File: src/rtl/core/fcpp_pkg.sv
// Shared types and constants of the framed command packet parser.
// No dependencies; imported by every RTL module of the block.
`default_nettype none

package fcpp_pkg;

    localparam int MAX_PAYLOAD_DEF = 64;
    localparam int CFG_IDX_W       = 2;
    localparam int IDX_W           = 6;
    localparam int LEN_W           = 7;

    localparam logic [CFG_IDX_W-1:0] CFG_HEADER_FIRST  = 2'd0;
    localparam logic [CFG_IDX_W-1:0] CFG_HEADER_SECOND = 2'd1;
    localparam logic [CFG_IDX_W-1:0] CFG_FOOTER_BYTE   = 2'd2;
    localparam logic [CFG_IDX_W-1:0] CFG_CHECK_BYTE    = 2'd3;

    localparam logic [7:0] HEADER_FIRST_RST  = 8'd170;
    localparam logic [7:0] HEADER_SECOND_RST = 8'd85;
    localparam logic [7:0] FOOTER_BYTE_RST   = 8'd13;
    localparam logic [7:0] CHECK_BYTE_RST    = 8'd0;

    typedef enum logic [2:0] {
        PH_HEADER1,
        PH_HEADER2,
        PH_COMMAND,
        PH_LENGTH,
        PH_DATA,
        PH_CHECK,
        PH_FOOTER
    } t_phase;

    typedef enum logic [1:0] {
        ST_INCOMPLETE,
        ST_VALID,
        ST_INVALID
    } t_status;

    typedef struct packed {
        logic [7:0] header_first;
        logic [7:0] header_second;
        logic [7:0] footer_byte;
        logic [7:0] check_byte;
    } t_cfg;

    typedef struct packed {
        t_status          status;
        logic [7:0]       frame_command;
        logic             payload_write;
        logic [IDX_W-1:0] payload_index;
        logic [7:0]       payload_byte;
        logic [LEN_W-1:0] payload_length;
    } t_result;

endpackage

`default_nettype wire

File: src/rtl/core/fcpp_in_if.sv
// Byte request channel of the framed command packet parser.
// No dependencies.
`default_nettype none

interface fcpp_in_if;
    logic       valid;
    logic       ready;
    logic [7:0] in_byte;

    modport source (output valid, output in_byte, input ready);
    modport sink   (input valid, input in_byte, output ready);
endinterface

`default_nettype wire

File: src/rtl/core/fcpp_out_if.sv
// Result channel of the framed command packet parser.
// No dependencies; field widths follow fcpp_pkg.
`default_nettype none

interface fcpp_out_if;
    logic       valid;
    logic       ready;
    logic [1:0] status;
    logic [7:0] frame_command;
    logic       payload_write;
    logic [5:0] payload_index;
    logic [7:0] payload_byte;
    logic [6:0] payload_length;

    modport source (output valid, output status, output frame_command,
                    output payload_write, output payload_index,
                    output payload_byte, output payload_length, input ready);
    modport sink   (input valid, input status, input frame_command,
                    input payload_write, input payload_index,
                    input payload_byte, input payload_length, output ready);
endinterface

`default_nettype wire

File: src/rtl/core/fcpp_step.sv
// Frame walker: next parser state and result for one received byte.
// Depends on fcpp_pkg.
`default_nettype none

module fcpp_step #(
    parameter int MAX_PAYLOAD = fcpp_pkg::MAX_PAYLOAD_DEF,
    parameter int CNT_W       = $clog2(MAX_PAYLOAD + 1)
) (
    input  fcpp_pkg::t_cfg    i_cfg,
    input  fcpp_pkg::t_phase  i_phase,
    input  logic [7:0]        i_held_command,
    input  logic [CNT_W-1:0]  i_exp_len,
    input  logic [CNT_W-1:0]  i_taken,
    input  logic [7:0]        i_byte,
    output fcpp_pkg::t_phase  o_phase,
    output logic [7:0]        o_held_command,
    output logic [CNT_W-1:0]  o_exp_len,
    output logic [CNT_W-1:0]  o_taken,
    output fcpp_pkg::t_result o_res
);
    import fcpp_pkg::*;

    logic [CNT_W-1:0] taken_inc;
    logic             len_too_big;

    assign taken_inc   = i_taken + CNT_W'(1);
    // L+1 > MAX  <=>  L >= MAX
    assign len_too_big = {1'b0, i_byte} >= 9'(MAX_PAYLOAD);

    always_comb begin
        logic restart;
        restart                = 1'b0;
        o_phase                = i_phase;
        o_held_command         = i_held_command;
        o_exp_len              = i_exp_len;
        o_taken                = i_taken;
        o_res.status           = ST_INCOMPLETE;
        o_res.frame_command    = '0;
        o_res.payload_write    = 1'b0;
        o_res.payload_index    = '0;
        o_res.payload_byte     = '0;

        unique case (i_phase)
            PH_HEADER1: begin
                if (i_byte == i_cfg.header_first) o_phase = PH_HEADER2;
            end
            PH_HEADER2: begin
                if (i_byte == i_cfg.header_second) begin
                    o_phase = PH_COMMAND;
                end else begin
                    restart      = 1'b1;
                    o_res.status = ST_INVALID;
                end
            end
            PH_COMMAND: begin
                o_held_command = i_byte;
                o_phase        = PH_LENGTH;
            end
            PH_LENGTH: begin
                if (i_byte == 8'd0) begin
                    o_phase = PH_CHECK;
                end else if (len_too_big) begin
                    restart      = 1'b1;
                    o_res.status = ST_INVALID;
                end else begin
                    o_taken   = '0;
                    o_exp_len = CNT_W'({1'b0, i_byte} + 9'd1);
                    o_phase   = PH_DATA;
                end
            end
            PH_DATA: begin
                o_res.payload_write = 1'b1;
                o_res.payload_index = IDX_W'(i_taken);
                o_res.payload_byte  = i_byte;
                o_taken             = taken_inc;
                if (taken_inc >= i_exp_len) begin
                    if (i_byte == i_cfg.check_byte) begin
                        o_phase = PH_FOOTER;
                    end else begin
                        restart      = 1'b1;
                        o_res.status = ST_INVALID;
                    end
                end else if (i_byte == i_cfg.footer_byte) begin
                    // early footer: byte still goes out, frame dropped
                    restart      = 1'b1;
                    o_res.status = ST_INVALID;
                end
            end
            PH_CHECK: begin
                if (i_byte == i_cfg.check_byte) begin
                    o_phase = PH_FOOTER;
                end else begin
                    restart      = 1'b1;
                    o_res.status = ST_INVALID;
                end
            end
            PH_FOOTER: begin
                restart = 1'b1;
                if (i_byte == i_cfg.footer_byte) begin
                    o_res.status        = ST_VALID;
                    o_res.frame_command = i_held_command;
                end else begin
                    o_res.status = ST_INVALID;
                end
            end
            default: begin
                restart      = 1'b1;
                o_res.status = ST_INVALID;
            end
        endcase

        if (restart) begin
            o_phase   = PH_HEADER1;
            o_exp_len = '0;
            o_taken   = '0;
        end
        o_res.payload_length = LEN_W'(o_exp_len);
    end

endmodule

`default_nettype wire

File: src/rtl/core/fcpp_out_buf.sv
// Two-entry result buffer (output register plus skid stage).
// Depends on fcpp_pkg.
`default_nettype none

module fcpp_out_buf (
    input  logic              i_clk,
    input  logic              i_rst_n,
    input  logic              i_push,
    input  fcpp_pkg::t_result i_res,
    output logic              o_space,
    output logic              o_valid,
    input  logic              i_ready,
    output fcpp_pkg::t_result o_res
);
    import fcpp_pkg::*;

    logic    r_main_valid, n_main_valid;
    logic    r_skid_valid, n_skid_valid;
    t_result r_main, n_main;
    t_result r_skid, n_skid;
    logic    pop;

    assign o_space = !r_skid_valid;
    assign o_valid = r_main_valid;
    assign o_res   = r_main;
    assign pop     = r_main_valid && i_ready;

    always_comb begin
        n_main_valid = r_main_valid;
        n_skid_valid = r_skid_valid;
        n_main       = r_main;
        n_skid       = r_skid;
        if (pop || !r_main_valid) begin
            if (r_skid_valid) begin
                n_main       = r_skid;
                n_main_valid = 1'b1;
                n_skid_valid = 1'b0;
            end else begin
                n_main       = i_res;
                n_main_valid = i_push;
            end
        end else if (i_push) begin
            n_skid       = i_res;
            n_skid_valid = 1'b1;
        end
    end

    always_ff @(posedge i_clk) begin
        if (!i_rst_n) begin
            r_main_valid <= 1'b0;
            r_skid_valid <= 1'b0;
        end else begin
            r_main_valid <= n_main_valid;
            r_skid_valid <= n_skid_valid;
        end
    end

    always_ff @(posedge i_clk) begin
        r_main <= n_main;
        r_skid <= n_skid;
    end

endmodule

`default_nettype wire

File: src/rtl/core/framed_command_packet_parser_core.sv
// Framed command packet parser. Walks received bytes through a frame of
// header1, header2, command, length L, then L+1 payload bytes (the last one
// must equal the check byte) or, for L = 0, a separate check byte, and a
// footer. Each request returns exactly one result: a status (incomplete,
// valid, invalid), the command on a valid frame, and for payload bytes the
// byte with its index, plus the current payload length. Throughput is one
// request per cycle while the output buffer has room: the whole frame
// step is a single compare-and-count pass between the parser state
// registers and the result register. A two-entry output buffer
// lets one more request in while a result waits; the byte channel stalls
// only when both entries are full. Configuration writes land at the clock
// edge with i_cfg_we high and must happen while the block is idle.
// Depends on fcpp_pkg, fcpp_in_if, fcpp_out_if, fcpp_step, fcpp_out_buf.
`default_nettype none

module framed_command_packet_parser_core #(
    parameter int MAX_PAYLOAD = fcpp_pkg::MAX_PAYLOAD_DEF
) (
    input  logic                           i_clk,
    input  logic                           i_rst_n,
    input  logic                           i_cfg_we,
    input  logic [fcpp_pkg::CFG_IDX_W-1:0] i_cfg_index,
    input  logic [7:0]                     i_cfg_data,
    fcpp_in_if.sink                        i_req,
    fcpp_out_if.source                     o_res
);
    import fcpp_pkg::*;

    // counters must hold MAX_PAYLOAD itself
    localparam int CNT_W = $clog2(MAX_PAYLOAD + 1);

    // configuration registers
    t_cfg r_cfg;

    // parser state
    t_phase           r_phase, n_phase;
    logic [7:0]       r_held_command, n_held_command;
    logic [CNT_W-1:0] r_exp_len, n_exp_len;
    logic [CNT_W-1:0] r_taken, n_taken;

    t_result step_res;
    t_result buf_res;
    logic    accept;
    logic    space;

    assign i_req.ready = space;
    assign accept      = i_req.valid && space;

    always_ff @(posedge i_clk) begin
        if (!i_rst_n) begin
            r_cfg.header_first  <= HEADER_FIRST_RST;
            r_cfg.header_second <= HEADER_SECOND_RST;
            r_cfg.footer_byte   <= FOOTER_BYTE_RST;
            r_cfg.check_byte    <= CHECK_BYTE_RST;
        end else if (i_cfg_we) begin
            unique case (i_cfg_index)
                CFG_HEADER_FIRST:  r_cfg.header_first  <= i_cfg_data;
                CFG_HEADER_SECOND: r_cfg.header_second <= i_cfg_data;
                CFG_FOOTER_BYTE:   r_cfg.footer_byte   <= i_cfg_data;
                CFG_CHECK_BYTE:    r_cfg.check_byte    <= i_cfg_data;
                default: ;
            endcase
        end
    end

    // single-pass frame step on the incoming byte
    fcpp_step #(
        .MAX_PAYLOAD (MAX_PAYLOAD),
        .CNT_W       (CNT_W)
    ) u_step (
        .i_cfg          (r_cfg),
        .i_phase        (r_phase),
        .i_held_command (r_held_command),
        .i_exp_len      (r_exp_len),
        .i_taken        (r_taken),
        .i_byte         (i_req.in_byte),
        .o_phase        (n_phase),
        .o_held_command (n_held_command),
        .o_exp_len      (n_exp_len),
        .o_taken        (n_taken),
        .o_res          (step_res)
    );

    // state advances only on an accepted request
    always_ff @(posedge i_clk) begin
        if (!i_rst_n) begin
            r_phase        <= PH_HEADER1;
            r_held_command <= '0;
            r_exp_len      <= '0;
            r_taken        <= '0;
        end else if (accept) begin
            r_phase        <= n_phase;
            r_held_command <= n_held_command;
            r_exp_len      <= n_exp_len;
            r_taken        <= n_taken;
        end
    end

    fcpp_out_buf u_out_buf (
        .i_clk   (i_clk),
        .i_rst_n (i_rst_n),
        .i_push  (accept),
        .i_res   (step_res),
        .o_space (space),
        .o_valid (o_res.valid),
        .i_ready (o_res.ready),
        .o_res   (buf_res)
    );

    assign o_res.status         = buf_res.status;
    assign o_res.frame_command  = buf_res.frame_command;
    assign o_res.payload_write  = buf_res.payload_write;
    assign o_res.payload_index  = buf_res.payload_index;
    assign o_res.payload_byte   = buf_res.payload_byte;
    assign o_res.payload_length = buf_res.payload_length;

endmodule

`default_nettype wire

File: src/flat_wrapper.sv
// flat-port wrapper written by rule: the top's interface ports become plain ports
module framed_command_packet_parser_core_flat import fcpp_pkg::*;
#(
    parameter int MAX_PAYLOAD = fcpp_pkg::MAX_PAYLOAD_DEF
)
  (i_clk, i_rst_n, i_cfg_we, i_cfg_index, i_cfg_data, i_req_valid, i_req_in_byte, i_req_ready, o_res_valid, o_res_status, o_res_frame_command, o_res_payload_write, o_res_payload_index, o_res_payload_byte, o_res_payload_length, o_res_ready);
  fcpp_in_if i_req_i ();
  fcpp_out_if o_res_i ();
  input  logic i_clk;
  input  logic i_rst_n;
  input  logic i_cfg_we;
  input  logic [fcpp_pkg::CFG_IDX_W-1:0] i_cfg_index;
  input  logic [7:0] i_cfg_data;
  input wire logic [$bits(i_req_i.valid)-1:0] i_req_valid;
  input wire logic [$bits(i_req_i.in_byte)-1:0] i_req_in_byte;
  output wire logic [$bits(i_req_i.ready)-1:0] i_req_ready;
  output wire logic [$bits(o_res_i.valid)-1:0] o_res_valid;
  output wire logic [$bits(o_res_i.status)-1:0] o_res_status;
  output wire logic [$bits(o_res_i.frame_command)-1:0] o_res_frame_command;
  output wire logic [$bits(o_res_i.payload_write)-1:0] o_res_payload_write;
  output wire logic [$bits(o_res_i.payload_index)-1:0] o_res_payload_index;
  output wire logic [$bits(o_res_i.payload_byte)-1:0] o_res_payload_byte;
  output wire logic [$bits(o_res_i.payload_length)-1:0] o_res_payload_length;
  input wire logic [$bits(o_res_i.ready)-1:0] o_res_ready;
  assign i_req_i.valid = i_req_valid;
  assign i_req_i.in_byte = i_req_in_byte;
  assign i_req_ready = i_req_i.ready;
  assign o_res_valid = o_res_i.valid;
  assign o_res_status = o_res_i.status;
  assign o_res_frame_command = o_res_i.frame_command;
  assign o_res_payload_write = o_res_i.payload_write;
  assign o_res_payload_index = o_res_i.payload_index;
  assign o_res_payload_byte = o_res_i.payload_byte;
  assign o_res_payload_length = o_res_i.payload_length;
  assign o_res_i.ready = o_res_ready;
  framed_command_packet_parser_core #(.MAX_PAYLOAD(MAX_PAYLOAD)) u_core (.i_clk(i_clk), .i_rst_n(i_rst_n), .i_cfg_we(i_cfg_we), .i_cfg_index(i_cfg_index), .i_cfg_data(i_cfg_data), .i_req(i_req_i), .o_res(o_res_i));
endmodule
File: config.mk
export PLATFORM = sky130hd
export DESIGN_NAME = framed_command_packet_parser_core_flat
export DESIGN_NICKNAME = d
export VERILOG_FILES = /design/src/rtl/core/fcpp_pkg.sv /design/src/rtl/core/fcpp_in_if.sv /design/src/rtl/core/fcpp_out_if.sv /design/src/rtl/core/fcpp_step.sv /design/src/rtl/core/fcpp_out_buf.sv /design/src/rtl/core/framed_command_packet_parser_core.sv /design/src/flat_wrapper.sv
export SDC_FILE = /design/constraint.sdc
export NUM_CORES = 1
export LEC_CHECK = 0
export BUFFER_PORTS_ARGS = -buffer_cell sky130_fd_sc_hd__buf_2
export CAP_MARGIN = 5
export CORE_MARGIN = 2
export CORE_UTILIZATION = 30
export DETAILED_ROUTE_END_ITERATION = 16
export GPL_ROUTABILITY_DRIVEN = 0
export SYNTH_ARGS = -nofsm -noshare
export SYNTH_HDL_FRONTEND = slang
export SYNTH_SLANG_ARGS = --single-unit
export TNS_END_PERCENT = 100
File: constraint.sdc
create_clock -name i_clk -period 6.3 [get_ports i_clk]
set_input_delay 0.315 -clock i_clk [delete_from_list [all_inputs] [get_ports i_clk]]
set_output_delay 0.315 -clock i_clk [all_outputs]
set_load 0.005 [all_outputs]
==> results of run 1 <==
[where the power goes]
part	total, mW	internal, mW	leakage [nW]	switching (mW)
clock network	1.03	0.663	0.299	0.364
registers	0.875	0.865	1.12	0.0102
logic	0.102	0.0391	1.26	0.0632
[cell families (layout without fill, tap and decap cells)]
group / after synthesis / count (layout) / share of synthesized area
AOI/OAI and AO/OA: 63 / 63 / 0.0688
xor gates and xnor gates: 41 / 41 / 0.0659
adders and majority gates: 10 / 10 / 0.0220
buffers and inverters: 46 / 108 / 0.0361
DFF: 123 / 123 / 0.546
muxes: 51 / 51 / 0.0956
other: 0 / 1 / 0
and+or+nand+nor: 199 / 199 / 0.165
[per-layer routing]
metal	global-route usage	share of wire
met1	0.162	0.46
met4	0.0600	0.019
met2	0.219	0.47
met5	0	0
met3	0.0371	0.051
[stage by stage]
stage | std cells | hold WS [ns] | power [mW] | utilization | setup slack, ns
2_1_floorplan | 533 | 0.439 | 0.955 | - | 3.25
3_3_place_gp | 797 | 0.455 | 0.993 | 0.330 | 3.19
3_5_place_dp | 797 | 0.459 | 0.996 | 0.330 | 3.07
4_1_cts | 829 | 0.154 | 2.02 | 0.363 | 3.06
5_1_grt | 829 | 0.178 | 2.06 | 0.363 | 2.74
6_report | 830 | 0.166 | 2.00 | 0.363 | 3.06
[area by class of cell]
cell class	instances	area share
Tap cell	234	0.0432
Inverter	13	0.00720
Sequential cell	123	0.458
Timing Repair Buffer	63	0.0491
Clock inverter	14	0.0284
Multi-Input combinational cell	364	0.350
Antenna cell	1	0.000369
Clock buffer	18	0.0634
[state kept, by name, indices dropped and copies added (netlist names)]
name	count
u_core.r_exp_len	7
u_core.r_taken	7
u_core.u_out_buf.r_skid_valid	1
u_core.u_out_buf.o_res	32
u_core.r_phase	3
u_core.r_cfg	32
u_core.u_out_buf.r_skid	32
u_core.r_held_command	8
u_core.u_out_buf.o_valid	1
[critical path: stages (launching register included)]
cell and delay, ns:
dfxtp_1 0.41, ha_1 0.28, nand3_1 0.17, nor2_1 0.16, xor2_1 0.21, ha_1 0.29
a21oi_1 0.12, and3_1 0.15, o21ai_0 0.16, nor2_1 0.16, mux2i_1 0.33, a21oi_1 0.11
buf_4 0.21, o31ai_1 0.28
[cell usage in the layout, fill, tap and decap left out, types with 10 or more instances in the layout]
| cell type | instances |
|---|---|
| a21oi_1 | 24 |
| and3_1 | 16 |
| buf_2 | 56 |
| clkbuf_16 | 17 |
| dfxtp_1 | 59 |
| edfxtp_1 | 64 |
| ha_1 | 10 |
| inv_1 | 12 |
| mux2_2 | 22 |
| mux2i_1 | 28 |
| nand2_1 | 76 |
| nand3_1 | 22 |
| nor2_1 | 43 |
| o31ai_1 | 17 |
| xnor2_1 | 20 |
| xor2_1 | 19 |
[cell usage after synthesis, drive strengths merged (5+ instances only)]
library cell  instances
and2                  8
xnor2                20
ha                   10
buf                  10
and3                 16
xor2                 21
inv                  12
mux2i                28
nand3                22
clkbuf               23
nand4                 6
a21oi                24
dfxtp                59
nand2                76
nor2                 44
mux2                 23
o21ai                 9
nor3                  5
nor4                  5
edfxtp               64
o31ai                17
[worst paths after layout]
path / start / endpoint / slack, ns / depth (start not counted)
hold / removal: i_cfg_data[0] / u_core.r_cfg[8] / 0.17 / 3
setup reg to reg: u_core.r_taken[0] / u_core.u_out_buf.o_res[6] / 3.06 / 13
setup / recovery: u_core.r_taken[0] / u_core.u_out_buf.o_res[6] / 3.06 / 13
hold reg to reg: u_core.r_taken[6] / u_core.r_taken[6] / 0.47 / 2
==> summary.md, run 1 <==
| Metric | Value |
|---|---|
| Initial core utilization | `0.305` |
| Startpoint Class | `register` |
| # DRC | `0` |
| Clock slew at reported path FFs | `0.06 ns` |
| Slew HR | `0.387` |
| EDFF count, synth | `64` |
| Max-slew violation count | `0` |
| Synth Register Bits | `123` |
| Die Span Y | `142 um` |
| Syn Inst Count | `533` |
| Die Span X | `142 um` |
| Setup TNS | `0 ns` |
| Synth area leaders | `edfxtp_1, dfxtp_1, nand2_1` |
| Die ar. | `20000 sq um` |
| Multi-input combinational cell area | `2370 sq um` |
| Final wirelength | `12900 um` |
| Worst EP required | `6.54 ns` |
| Status | `finished, final reports clean` |
| CP Class | `reg2reg` |
| Clock buffer depth | `2` |
| # IOs | `57` |
| Maximum VDD drop | `~150 uV` |
| Post-route ant nets | `0` |
| CTS buffer count | `17` |
| Design Area, Final | `6770 sq um` |
| Largest net degree at the start of global routing | `42` |
| Main synth FF type | `edfxtp_1` |
| Synthesis-to-layout area growth | `19.3%` |
| Crit path time final | `3.24 ns` |
| Tcrit/Tclk final | `0.514` |
| First-pass GRT wire length | `20600 um` |
| Number of global-route vias before repair | `3899` |
| Cell variety after synth | `45` |
| Maximum operating frequency | `309 MHz` |
| Port bufs | `56` |
| Clock sinks | `between 100 and 150` |
| Cell Rows | `50` |
| Hold Path Class | `in2reg` |
| FFs w/ async S/R, synth | `0` |
| RSZ-0062 raised after global routing | `false` |
| Worst-path maximum fanout | `21` |
| Max cap viols | `0` |
| Static leakage | `2.68 nW` |
| Final hold vios | `0` |
| Share of cells above drive strength 1 | `0.208` |
| Endpoints failing setup | `0` |
| Synth area leader | `edfxtp_1` |
| Via density per instance | `around 4.8` |
| Worst clock skew | `0.00959 ns` |
| Worst EP arrival | `3.47 ns` |
| Ratio of total power to cell area | `296 nW/um^2` |
| Sequential standard cell area | `3100 sq um` |
| Setup Fix Bufs, Post-CTS | `0` |
| Initial antenna violation count | `1` |
| Yosys top cell area share | `0.338` |
| GRT Util Overall | `0.133` |
| Synthesized area | `5680 sq um` |
| GRT Residual Overflow | `0` |
| Final Net Count | `a little over 600` |
| First-pass DRT Iterations | `5` |
| CORE AREA | `18600 sq um` |
| Root Buffer | `clkbuf_16` |
| Dpl cell area | `6150 sq um` |
| Mean Syn Cell Area | `approximately 11 sq um` |
| Post_cts resized | `0` |
| DP Wirelength | `8690 um` |
| Worst-margin pin slew | `0.915 ns` |
| Wire per inst | `15.5 um` |
| Cts hold-fix bufs | `0` |
| Via count | `4011` |
| Syn_nets | `566` |
| Filler cells | `about 1.8k` |
| Starting DRT DRC Count | `271` |
| Crit end category | `register` |
| Worst-skew pair later-pin latency | `0.42 ns` |
| Ys Warns | `0` |
| Seq/Total Area, Yosys | `0.546` |
| CTS tree | `yes` |
| Max H-tree Level | `4` |
(Power assumes the default switching activity.)
==> run 2: changes to the inputs <==
==> constraint.sdc (replaced) <==
create_clock -name i_clk -period 3.3 [get_ports i_clk]
set_input_delay 0.165 -clock i_clk [delete_from_list [all_inputs] [get_ports i_clk]]
set_output_delay 0.165 -clock i_clk [all_outputs]
set_load 0.005 [all_outputs]
==> run 2 against run 1 <==
Power up 83%. Sequential cell count unchanged. Core utilization about the same. Critical endpoint is now u_core.r_taken[4]. Global-route usage up 0.33 points. Via count up 0.95%. Non-clock buffer count up 3. Critical path depth down 1. Wire length up 1.8%. Highest routed layer is now met5.
==> summary.md, run 2 (synthesis gave the netlist of run 1 again) <==
| Metric | Value |
|---|---|
| Max H-tree Level | `4 (unchanged)` |
| Start of the worst register-to-register path | `u_core.r_taken[0]` |
| Slowest CP cell | `or4_1` |
| Endpoints failing setup | `0 (unchanged)` |
| CTS tree | `yes` |
| Buf/Inv on CP | `0 (-1)` |
| Worst EP arrival | `3.45 ns (-0.02 ns)` |
| Slew HR | `0.506 (+0.120)` |
| Share of cells above drive strength 1 | `0.219 (+0.0107)` |
| Flop pwr share | `0.456 (+0.019)` |
| Combinational Power Share | `0.054 (+0.003)` |
| Initial antenna violation count | `2 (+1)` |
| Die Span X | `142 um (unchanged)` |
| Max cap viols | `0 (unchanged)` |
| Via count | `4049 (+0.95%)` |
| Maximum operating frequency | `321 MHz (+3.9%)` |
| Via density per instance | `4.86 (+0.58%)` |
| Setup TNS | `0 ns (unchanged)` |
| Die Span Y | `142 um (unchanged)` |
| Clock sinks | `123 (unchanged)` |
| Worst-skew pair later-pin latency | `0.41 ns (about the same)` |
| Worst-margin pin slew | `0.740 ns (-0.175 ns)` |
| Clock share of power | `0.490 (-0.022)` |
| Ratio of total power to cell area | `541 nW/um^2 (+83%)` |
| Number of global-route vias before repair | `4106 (+5.3%)` |
| Final hold vios | `0 (unchanged)` |
| GR peak layer | `met2` |
| Worst R2R Setup Slack | `0.18 ns (-2.88 ns)` |
| Hold Path Origin | `i_cfg_data[0]` |
| Max-slew violation count | `0 (unchanged)` |
| Clock slew at reported path FFs | `0.06 ns (about the same)` |
| Hold Path Class | `in2reg` |
| Commonest non-fill, non-tap cell in the layout | `nand2_1` |
| Cell Rows | `50 (unchanged)` |
| Root Buffer | `clkbuf_16` |
| GRT Residual Overflow | `0 (unchanged)` |
| Hold Slack | `0.0228 ns (-0.143 ns)` |
| Setup crit start | `u_core.r_taken[0]` |
| RR Endpoint | `u_core.r_taken[4]` |
| Final wirelength | `13100 um (+1.8%)` |
| CORE AREA | `18600 sq um (unchanged)` |
| DP Wirelength | `9000 um (+3.6%)` |
| GRT Util Overall | `0.136 (+0.00328)` |
| First-pass DRT Iterations | `5 (unchanged)` |
| GR Util met3 | `0.0398 (+0.00270)` |
| Die ar. | `20000 sq um (unchanged)` |
| Worst clock skew | `0.00633 ns (-0.00326 ns)` |
| Port bufs | `56 (unchanged)` |
| Cts hold-fix bufs | `0 (unchanged)` |
| Most frequent cells in the layout | `nand2_1, edfxtp_1, dfxtp_1, buf_2, nor2_1` |
| Initial core utilization | `0.305 (unchanged)` |
| Worst Hold Depth | `3 (unchanged)` |
| Clock buffer depth | `2 (unchanged)` |
| Largest net degree at the start of global routing | `42 (unchanged)` |
| RSZ-0062 raised after global routing | `false` |
| Maximum VDD drop | `320 uV (+110%)` |
| Wire per inst | `15.7 um (+1.5%)` |
| Crit path time final | `3.12 ns (-0.122 ns)` |
| # IOs | `57 (unchanged)` |
| Crit end category | `register` |
| Reg2reg path depth | `12 (-1)` |
| GR Util met2 | `0.229 (+0.00996)` |
| Worst Hold Path EP | `u_core.r_cfg[16]` |
| GR Util met1 | `0.160 (-0.00289)` |
| Sw Pwr | `0.808 mW (+85%)` |
| Design Area, Final | `6780 sq um (about the same)` |
| Synthesis-to-layout area growth | `19.3% (about the same)` |
| CTS buffer count | `17 (unchanged)` |
| Worst-path maximum fanout | `6 (-71%)` |
| Net Sw Frac | `0.221 (+0.00232)` |
| Worst EP required | `3.64 ns (-2.90 ns)` |
| Starting DRT DRC Count | `276 (+1.8%)` |
| Startpoint Class | `register` |
| CP peak stage delay | `0.41 ns (about the same)` |
| Status | `finished, final reports clean` |
| Final Net Count | `618 (+0.49%)` |
| First-pass GRT wire length | `21300 um (+3.3%)` |
| Static leakage | `2.68 nW (about the same)` |
| Crit path max-delay family | `simple AND/OR/NAND/NOR gates` |
| Dpl cell area | `6170 sq um (+0.33%)` |
| Worst path cell trace | `ha_2 > nand3_2 > nor2_1 > xor2_1 > ha_1 > a21oi_1 > and3_1 > o21ai_1 > mux2_4 > or2_4 > or4_1 > a31oi_1` |
| Placed cells | `798 (+0.13%)` |
| # DRC | `0 (unchanged)` |
| Tcrit/Tclk final | `0.945 (+0.430)` |
| Internal | `2.86 mW (+82%)` |
| Finished Layout Cells | `833 (+0.36%)` |
| Post-route ant nets | `0 (unchanged)` |
| CP Class | `reg2reg` |
==> run 2: cell count changes in the layout (fill, tap and decap cells not counted), sizes merged <==
cell / before / now
buf: 63 / 66
clkbuf: 18 / 21
clkinv: 6 / 7
bufinv: 4 / 2
inv: 15 / 13
==> run 2: routing by layer <==
layer	vias to the layer above	share of wire	routed length, um
met5	-	0.00053	7
met4	2	0.024	321
met3	27	0.061	803
met2	136	0.49	6400
met1	1905	0.43	5580
li1	1979	-	-
==> run 2: final cells by class <==
class / count / area [sq um]
fillers: 1834 / 11900
flip-flops and latches: 123 / 3100
multi-input cells: 364 / 2390
clock buffers: 21 / 450
repair buffers: 66 / 368
well taps: 234 / 293
clock inverters: 11 / 121
inverters: 13 / 48.8
diodes: 1 / 2.50
==> run 2: repair_timing <==
item,CTS,global route
gates resized for setup,3,3
buffers inserted,0,2
pin swaps,0,2
setup endpoints to repair,4,24
==> run 2: through the flow <==
stage	utilization	worst slack (ns)	total power, mW
finish	0.363	0.183	3.66
global route	0.363	0.000742	3.79
CTS	0.362	0.0263	3.70
detailed placement	0.331	-0.0544	1.90
global placement	0.331	0.185	1.90
floorplan	-	0.305	1.82
==> run 2: worst register-to-register path, delay by kind of cell, from the launching register on <==
family / cells / cell delay (ns)
DFF: 1 / 0.38
adders and majority gates: 2 / 0.55
AOI/OAI and AO/OA: 3 / 0.43
muxes: 1 / 0.33
xor gates and xnor gates: 1 / 0.24
and+or+nand+nor: 5 / 1.10
==> run 2: power groups by stage <==
stage               sequential [mW]  combinational [mW]  clock, mW
floorplan                      1.70               0.119          0
global placement               1.70               0.195          0
detailed placement             1.70               0.199          0
CTS                            1.67               0.200       1.83
global route                   1.68               0.218       1.89
finish                         1.67               0.197       1.80
==> run 2: worst max-delay path by stage <==
stage	depth (start not counted)	endpoint
after floorplan	2	u_core.u_out_buf.r_skid[0]
after global placement	13	u_core.u_out_buf.o_res[6]
after detailed placement	13	u_core.u_out_buf.o_res[5]
after CTS	13	u_core.u_out_buf.o_res[5]
after global routing	13	u_core.u_out_buf.o_res[3]
final	12	u_core.r_taken[4]
==> run 3: changes to the inputs <==
--- a/config.mk
+++ b/config.mk
@@ -11,6 +11,7 @@
 export CORE_UTILIZATION = 30
 export DETAILED_ROUTE_END_ITERATION = 16
 export GPL_ROUTABILITY_DRIVEN = 0
+export PLACE_DENSITY_LB_ADDON = 0.15
 export SYNTH_ARGS = -nofsm -noshare
 export SYNTH_HDL_FRONTEND = slang
 export SYNTH_SLANG_ARGS = --single-unit
==> run 3 against run 2 <==
Clock skew rose by 0.0074 ns. Register-to-register slack better by 0.09 ns. Sequential share of layout area decreased by 0.41 points. Wire length is 4.0% higher. Clock-buffer cell count down 2. Critical path depth increased by 1. Worst setup slack better by 0.089 ns. Highest routed layer is now met4. First-iteration DRC count down 33%. Largest cell class unchanged.
==> summary.md, run 3 (synthesis gave the netlist of run 1 again) <==
| Metric | Value |
|---|---|
| Final core occ | `0.367 (+0.00329)` |
| Static leakage | `2.71 nW (+1.3%)` |
| Worst-margin pin slew | `0.809 ns (+0.0692 ns)` |
| Cts hold-fix bufs | `0 (unchanged)` |
| GRT Util Overall | `0.144 (+0.00726)` |
| First-pass GRT wire length | `21800 um (+2.7%)` |
| Filler cells | `1872 (+2.1%)` |
| Start of the worst register-to-register path | `u_core.r_taken[1]` |
| Via density per instance | `4.75 (-2.3%)` |
| RR Endpoint | `u_core.u_out_buf.o_res[0]` |
| Placed cells | `800 (+0.25%)` |
| Clock slew at reported path FFs | `0.06 ns (about the same)` |
| Worst path most repeated cell | `a21oi_1` |
| Worst Hold Path EP | `u_core.r_cfg[25]` |
| Wire per inst | `16.4 um (+4.0%)` |
| Max cap viols | `0 (unchanged)` |
| Slew HR | `0.460 (-0.0462)` |
| Cell Rows | `50 (unchanged)` |
| Synthesis-to-layout area growth | `20.4%` |
| Sequential standard cell area | `3100 sq um (unchanged)` |
| CP peak stage delay | `0.38 ns (-0.03 ns)` |
| Buf/Inv on CP | `1 (+1)` |
| GRT Residual Overflow | `0 (unchanged)` |
| Share of cells above drive strength 1 | `0.224 (+0.00464)` |
| Die Span Y | `142 um (unchanged)` |
| Die Span X | `142 um (unchanged)` |
| Crit path time final | `3.03 ns (-0.0889 ns)` |
| CORE AREA | `18600 sq um (unchanged)` |
| Root Buffer | `clkbuf_16` |
| Worst EP required | `3.53 ns (-0.11 ns)` |
| Max H-tree Level | `4 (unchanged)` |
| Die ar. | `20000 sq um (unchanged)` |
| Hold Path Class | `in2reg` |
| CTS buffer count | `17 (unchanged)` |
| Worst clock skew | `0.0137 ns (+0.00738 ns)` |
| Final hold vios | `0 (unchanged)` |
| Crit end category | `register` |
| Worst Hold Depth | `3 (unchanged)` |
| Commonest non-fill, non-tap cell in the layout | `nand2_1` |
| Port bufs | `56 (unchanged)` |
| Startpoint Class | `register` |
| GR Util met3 | `0.0344 (-0.00540)` |
| Final wirelength | `13600 um (+4.0%)` |
| Worst-skew pair later-pin latency | `0.42 ns (about the same)` |
| Worst path cell trace | `ha_2 > nand3_1 > nor2_1 > xor2_1 > ha_1 > a21oi_1 > and3_1 > o21ai_1 > nor2_2 > mux2i_2 > a21oi_1 > buf_4 > o31ai_1` |
| Slowest CP cell | `dfxtp_1` |
| Initial core utilization | `0.305 (unchanged)` |
| Clock buffer depth | `2 (unchanged)` |
| Maximum VDD drop | `396 uV (+24%)` |
| Status | `finished, final reports clean` |
| Number of global-route vias before repair | `3995 (-2.7%)` |
| Inserted Diodes | `0 (-1)` |
| Post-route ant nets | `0 (unchanged)` |
| Final Net Count | `619 (+0.16%)` |
| Most frequent cells in the layout | `nand2_1, edfxtp_1, dfxtp_1, buf_2, nor2_1` |
| GR Util met2 | `0.229 (-0.000511)` |
| CTS tree | `yes` |
| First-pass DRT Iterations | `4 (-1)` |
| Clock sinks | `123 (unchanged)` |
| GR Util met1 | `0.187 (+0.0274)` |
| Maximum operating frequency | `330 MHz (+2.9%)` |
| Tcrit/Tclk final | `0.918 (-0.0269)` |
| Ratio of total power to cell area | `562 nW/um^2 (+3.8%)` |
| Worst R2R Setup Slack | `0.27 ns (+0.09 ns)` |
| # IOs | `57 (unchanged)` |
| Max-slew violation count | `0 (unchanged)` |
| Multi-input combinational cell area | `2390 sq um (+0.21%)` |
| Worst-path maximum fanout | `21 (+15)` |
| Reg2reg path depth | `13 (+1)` |
| # DRC | `0 (unchanged)` |
| CP Class | `reg2reg` |
| Initial antenna violation count | `0 (-2)` |
| Worst EP arrival | `3.26 ns (-0.19 ns)` |
| DP Wirelength | `9330 um (+3.6%)` |
| Largest net degree at the start of global routing | `35 (-17%)` |
| GR peak layer | `met2` |
| Finished Layout Cells | `833 (unchanged)` |
| Hold Path Origin | `i_cfg_data[1]` |
| Via count | `3957 (-2.3%)` |
| Endpoints failing setup | `0 (unchanged)` |
| Setup TNS | `0 ns (unchanged)` |
| Starting DRT DRC Count | `185 (-33%)` |
| Crit path max-delay family | `compound AO/OA/AOI/OAI gates` |
==> run 3: repair_timing <==
item | 4_1_cts | 5_1_grt
endpoints found under the hold margin | 0 | 0
setup buffers | 0 | 1
endpoints found under the setup margin | 0 | 24
gates resized for setup | 0 | 7
==> run 3: stage by stage <==
step / instance area (sq um) / hold WS [ns] / setup WS [ns] / power (mW)
3_5_place_dp: 6190 / 0.453 / 0.0856 / 1.91
4_1_cts: 6810 / 0.0124 / 0.0678 / 3.89
2_1_floorplan: 5680 / 0.289 / 0.305 / 1.82
6_report: 6840 / 0.0406 / 0.272 / 3.84
3_3_place_gp: 6190 / 0.453 / 0.210 / 1.91
5_1_grt: 6840 / 0.0265 / -0.00976 / 3.99
==> run 3: worst register-to-register path: stages, from the launching register on <==
cell and delay (ns):
dfxtp_1 0.38, ha_2 0.24, nand3_1 0.11, nor2_1 0.15, xor2_1 0.21, ha_1 0.30
a21oi_1 0.13, and3_1 0.15, o21ai_1 0.12, nor2_2 0.17, mux2i_2 0.27, a21oi_1 0.12
buf_4 0.22, o31ai_1 0.28
==> run 3: layout make-up <==
type,count,share of cell area
Clock buffer,19,0.0633
Clock inverter,13,0.0278
Inverter,13,0.00714
Multi-Input combinational cell,364,0.350
Sequential cell,123,0.454
Tap cell,234,0.0428
Timing Repair Buffer,67,0.0549
==> run 3: worst max path at each step <==
stage          slack, ns                         end  depth (start not counted)                startpoint
2_1_floorplan       0.31  u_core.u_out_buf.r_skid[0]                          2  u_core.u_out_buf.o_valid
3_5_place_dp        0.09   u_core.u_out_buf.o_res[4]                         13         u_core.r_taken[0]
5_1_grt            -0.01   u_core.u_out_buf.o_res[0]                         13         u_core.r_taken[1]
6_report            0.27   u_core.u_out_buf.o_res[0]                         13         u_core.r_taken[1]
3_3_place_gp        0.21   u_core.u_out_buf.o_res[0]                         13         u_core.r_taken[0]
4_1_cts             0.07   u_core.u_out_buf.o_res[4]                         13         u_core.r_taken[0]
==> run 3: layer usage <==
| metal | up-vias | share of wire |
|---|---|---|
| met5 | - | 0 |
| met4 | 0 | 0.015 |
| met3 | 12 | 0.031 |
| met2 | 68 | 0.47 |
| met1 | 1884 | 0.48 |
| li1 | 1993 | - |
==> run 3: report_power, final <==
group          internal (mW)  leakage (nW)  switching [mW]  total (mW)
clock network           1.27         0.304           0.696        1.97
logic                 0.0768          1.29           0.124       0.201
registers               1.65          1.12          0.0198        1.67
total                   3.00          2.71           0.841        3.84
